### src/assert_macros.svh
// assertion macros shared by the sorted key/quantity table rtl
// no dependencies; clocked on clk; SKQT_ASSERT is disabled while rst_n is low
`ifndef ASSERT_MACROS_SVH
`define ASSERT_MACROS_SVH

// property checked on every rising clk edge outside reset
`define SKQT_ASSERT(label, prop, msg) \
  label: assert property (@(posedge clk) disable iff (!rst_n) (prop)) else $error(msg);

// property checked on every rising clk edge, reset included
`define SKQT_ASSERT_ALWAYS(label, prop, msg) \
  label: assert property (@(posedge clk) (prop)) else $error(msg);

`endif

### src/skqt_pkg.sv
// types and codes of the sorted key/quantity table
// used by skqt_cell and sorted_key_quantity_table; no dependencies
package skqt_pkg;

  localparam int KEY_W = 32;
  localparam int QTY_W = 32;

  typedef enum logic [1:0] {
    ACT_INSERT = 2'd0,
    ACT_SEARCH = 2'd1,
    ACT_UPDATE = 2'd2,
    ACT_DUMP   = 2'd3
  } action_t;

  typedef enum logic [1:0] {
    STAT_OK       = 2'd0,
    STAT_NOTFOUND = 2'd1,
    STAT_EMPTY    = 2'd2,
    STAT_FULL     = 2'd3
  } status_t;

  typedef enum logic [1:0] {
    S_IDLE,
    S_EXEC,
    S_DUMP
  } state_t;

  typedef struct packed {
    action_t                   action;
    logic signed [KEY_W-1:0]   key;
    logic signed [QTY_W-1:0]   qty;
  } cmd_t;

  typedef struct packed {
    logic signed [KEY_W-1:0]   key;
    logic signed [QTY_W-1:0]   qty;
  } entry_t;

  // per-cell compare results handed to the next cell up the chain
  typedef struct packed {
    logic le;
    logic eq;
  } cell_flags_t;

  // broadcast controls for one cycle of the chain
  typedef struct packed {
    logic ins;
    logic upd;
    logic rot;
  } cell_ctl_t;

endpackage

### src/skqt_cell.sv
// one cell of the sorted chain: holds one entry, compares it to the command key,
// shifts up on insert, rewrites the quantity on update and rotates down on dump; depends on skqt_pkg
module skqt_cell (
  input  logic                 clk,
  input  logic                 valid,
  input  skqt_pkg::cmd_t       cmd,
  input  skqt_pkg::cell_ctl_t  ctl,
  input  skqt_pkg::cell_flags_t prev_flags,
  input  skqt_pkg::entry_t     prev_entry,
  input  skqt_pkg::entry_t     next_entry,
  output skqt_pkg::cell_flags_t flags,
  output logic                 first,
  output skqt_pkg::entry_t     entry,
  output logic signed [31:0]   hit_qty
);
  import skqt_pkg::*;

  entry_t entry_r;
  entry_t entry_nxt;

  always_comb begin
    flags.le = valid && (entry_r.key <= cmd.key);
    flags.eq = valid && (entry_r.key == cmd.key);
    first    = flags.eq && !prev_flags.eq;
    hit_qty  = first ? entry_r.qty : '0;
    entry    = entry_r;

    entry_nxt = entry_r;
    if (ctl.rot) begin
      entry_nxt = next_entry;
    end else if (ctl.ins && !flags.le) begin
      // insert point is the lowest cell that is empty or whose key is greater
      if (prev_flags.le) begin
        entry_nxt.key = cmd.key;
        entry_nxt.qty = cmd.qty;
      end else begin
        entry_nxt = prev_entry;
      end
    end else if (ctl.upd && first) begin
      entry_nxt.qty = cmd.qty;
    end
  end

  always_ff @(posedge clk) begin
    entry_r <= entry_nxt;
  end

endmodule

### config.mk
export PLATFORM = sky130hd
export DESIGN_NAME = skqt_cell
export DESIGN_NICKNAME = d
export VERILOG_FILES = /design/src/assert_macros.svh /design/src/skqt_pkg.sv /design/src/skqt_cell.sv
export SDC_FILE = /design/constraint.sdc
export NUM_CORES = 1
export LEC_CHECK = 0
export ABC_AREA = 1
export BUFFER_PORTS_ARGS = -buffer_cell sky130_fd_sc_hd__buf_4
export CORE_MARGIN = 4
export CORE_UTILIZATION = 40
export CTS_CLUSTER_SIZE = 10
export DETAILED_ROUTE_END_ITERATION = 8
export GPL_ROUTABILITY_DRIVEN = 0
export GPL_TIMING_DRIVEN = 0
export PLACE_DENSITY_LB_ADDON = 0.25
export SLEW_MARGIN = 10
export SYNTH_ARGS = -nofsm -noshare
export SYNTH_HDL_FRONTEND = slang
export SYNTH_SLANG_ARGS = --single-unit
### constraint.sdc
create_clock -name clk -period 4.65 [get_ports clk]
set_clock_uncertainty 0.1 [all_clocks]
set_input_delay 0.93 -clock clk [delete_from_list [all_inputs] [get_ports clk]]
set_output_delay 0.93 -clock clk [all_outputs]
set_load 0.01 [all_outputs]
---- Word-level counts from Yosys, hierarchy flattened ----
Index checks and enable logic that the tools add are counted.
word-level totals
  logic and storage cells ................. 19
  bits of input ports ..................... 201
  bits in registers ....................... 64
  output and inout bits ................... 99
cells by class
  multiplexer cells ....................... 6
  eq/ne operators ......................... 1
  $lt $le $gt $ge ......................... 1
  reductions and logical operators ........ 9
operator list
  operator           number
  $mux 32            4
  $mux 64            2
  $eq 32x32->1       1
  $le 32x32->1       1
  $logic_and 1x1->1  5
  $reduce_bool 3->1  1
  $logic_not 1->1    2
  $reduce_bool 2->1  1

---- Longest topological paths before layout ----
  depth in word-level cells ............... 7
  depth in mapped cells ................... 20
  gate-level depth less buffers ........... 19

---- Worst setup path after synthesis ----
Ideal clock, no wire load.
  kind .................................... input -> register
  from .................................... in cmd[39] (netlist bit)
  to ...................................... reg entry_r, in the netlist entry[0], enable pin
  required time ........................... 3.989 ns
  setup time .............................. 0.561 ns
  arrival ................................. 2.989 ns
  stages .................................. 10
  slack ................................... 1.000 ns
  path buffers ............................ 1
  path through ............................ inv_1 > ha_1 > nand2_1 > nor2_1 > inv_1 > nor3_1 > nand4_1 > nand3_4 > buf_6 > nand3_1
between the ends
  longest elaborated chain between the ends .. 5
  elaborated cells on any way between the ends .. 9
  those cells by class .................... order compare: 1; eq/ne: 1; reduce/logical: 7
ends and longest elaborated chain
  element                                                      line                              text
  start, declared                                              skqt_cell.sv:6                    input skqt_pkg::cmd_t cmd,
  $le 32x32->1 / $eq 32x32->1 (equally long branches)          skqt_cell.sv:22, skqt_cell.sv:23
  $logic_and 1x1->1, on equally long branches                  skqt_cell.sv:22, skqt_cell.sv:23
  $logic_not 1->1 / $logic_and 1x1->1 (equally long branches)  skqt_cell.sv:31, skqt_cell.sv:24
  $logic_and 1x1->1, on equally long branches                  skqt_cell.sv:31, skqt_cell.sv:39
  $reduce_bool 3->1 (no source line) (*)                       n/a
  end signal, assigned                                         skqt_cell.sv:45                   entry_r <= entry_nxt;
  end, declared                                                skqt_cell.sv:18                   entry_t entry_r;
Mark *: on every way between the ends. The rest lies on a longest branch, timed or not.
A chain may end at the register's enable or synchronous reset.

==> out/metrics.yaml <==
run_status:
  status: "completed"
power_and_ir_drop:
  p_leak_uw: 0.00411
  irDropWorstVdd_v: 0.000134
  powerDensity_nw_per_um2: 259
global_route:
  grt_pass1_vias: 5772
  grt.total_usage_pct: 25.3
  grt_pass1_wl_um: 29100
  antenna_found_initial: 0
  overflow: 0
  grt_max_degree: 33
detailed_routing:
  ant_nets: 0
  wl_met2_um: 9330
  vias: 5911
  wl_met1_um: 7610
  wirelength_um: 19000
  first_pass_iters: 5
  wl_met3_um: 1510
  highest_layer: "met4"
  initialDrtViolationCount: 461
  wl_per_cell_um: 15.8
  via_per_inst: 4.94
  drc: 0
cts:
  cts_resized: 0
  clock_sinks: 64
  clock_latency_ns: 0.33
  cts_buffer_depth: 2
  post_cts_buffers: 0
  htreeDepth: 3
  cts_hold_buffers: 0
  path_clk_slew_ns: 0.05
  cts_tree: "yes"
  root_buffer: "clkbuf_16"
  cts-buffers-inserted: 9
synth:
  yosysSeqAreaShare_pct: 38.4
  yosysTopAreaCellShare_pct: 38.4
  synth_nets: 952
  syn_avg_cell_area_um2: 6.96
  synth_cells: 719
  synth_top_cell_by_area: "edfxtp_1"
  synth-seq-cells: 64
  synth_area_um2: 5010
  ys_types: 22
  synth_warnings: 0
  netlist_top_cells_area: "edfxtp_1 38%, nand2_1 17%, o21ai_0 9.2%"
sta:
  setup_viol: 0
  clock.fmax_mhz: 248
  whs_ns: 0.770
  final_hold_viol_count: 0
  slew_violations: 0
  period_share_pct: 86.8
  timing.slew.headroom_pct: 42.4
  tightest_slew_ns: 0.861
  fin_crit_ns: 4.03
  rsz0062_at_grt: "no"
layout:
  drive_gt1_share_pct: 31.5
  nNetsFinal: 1258
  area_growth_pct: 53.8
  utilization_pct: 63.6
  largest_reg_flops: 64
  diodes: 0
critical_path:
  critPathKind: "primary input to primary output"
  arrival_ns: 3.00
  cp_max_fo: 10
  endpoint_kind: "primary output"
  worst_path_max_delay_cell: "nand4_1"
  max_stage_delay_ns: 0.42
  path_cells: "buf_4, inv_1, ha_1, nand2_1, nor2_1, inv_1, nor3_1, nand4_1, buf_2, nand2_1, buf_4"
  critical_path_required_ns: 3.62
  startpoint_type: "primary input"
floorplan:
  io_pins: 300
  die_w_um: 120
  die_h_um: 120
  rows: 40
  coreArea_um2: 12100
  die-area_um2: 14400
  start_util_pct: 41.3
placed_design:
  io_buffers: 294
  dp_hpwl_um: 14900
worst_hold_path:
  hp-class: "primary input to register"
run:
  maxCapViolCount: 0
power breakdown:
part / internal, µW / total, µW / switching [µW]
clock network: 355 / 607 / 252
registers: 725 / 762 / 36.6
logic: 301 / 622 / 321
total: 1380 / 1990 / 609
critical path, delay by kind of cell:
kind	cells	cell delay [ns]
buffers and inverters	5	0.70
adders and majority gates	1	0.29
and+or+nand+nor	5	1.10
final cells by class:
class	count	area, µm²
Buffer	43	199
Clock buffer	13	240
Clock inverter	2	7.51
Fill cell	1127	4410
Inverter	111	417
Multi-Input combinational cell	501	2480
Sequential cell	64	1920
Tap cell	168	210
Timing Repair Buffer	295	2230
cell usage after synthesis:
cell	count
clkbuf_1	26
and3_1	1
nand3_4	1
ha_1	32
nor2_2	1
o21ai_0	92
inv_2	2
o21a_1	2
buf_6	3
nand3_2	1
inv_1	109
nand4_1	33
buf_2	9
edfxtp_1	64
nand2_1	231
buf_1	4
a21o_1	1
a21oi_1	20
buf_4	1
nand3_1	38
nor3_1	2
nor2_1	46
metal layers:
metal | vias up | GRT usage, %
li1 | 2946 | -
met1 | 2702 | 31.3
met2 | 228 | 43.0
met3 | 35 | 6.22
met4 | 0 | 8.80
met5 | - | 0
per-stage QoR:
step / setup TNS (ns) / setup WS [ns] / power [µW] / cells / cell area (µm²)
floorplan: 0 / 1.00 / 1070 / 719 / 5010
global placement: -9.98 / -0.315 / 1380 / 1181 / 7420
detailed placement: 0 / 0.634 / 1400 / 1182 / 7450
CTS: 0 / 0.633 / 2000 / 1197 / 7700
global route: 0 / 0.432 / 2100 / 1197 / 7700
finish: 0 / 0.615 / 1990 / 1197 / 7700
cell families after synthesis:
logic type,Yosys count,synth area share [%]
buf+inv,154,12.3
flops,64,38.4
compound gates,115,11.6
simple gates,354,29.7
fa+ha+maj,32,8.00
layout by cell type (no fill, tap or decap), drive strengths merged:
cell type,count
buf,312
nand2,231
inv,111
o21ai,92
edfxtp,64
nor2,47
nand3,40
clkbuf,39
nand4,33
ha,32
a21oi,20
o21a,2
nor3,2
clkinv,2
a21o,1
and3,1
final timing paths:
kind	from	to	slack [ns]	cells past startpoint
max	cmd[39]	flags[1]	0.62	11
min	next_entry[19]	entry[19]	0.77	3
max reg2reg	entry[39]	entry[49]	1.32	9
min reg2reg	entry[63]	entry[0]	1.09	6
(Power assumes the default switching activity.)
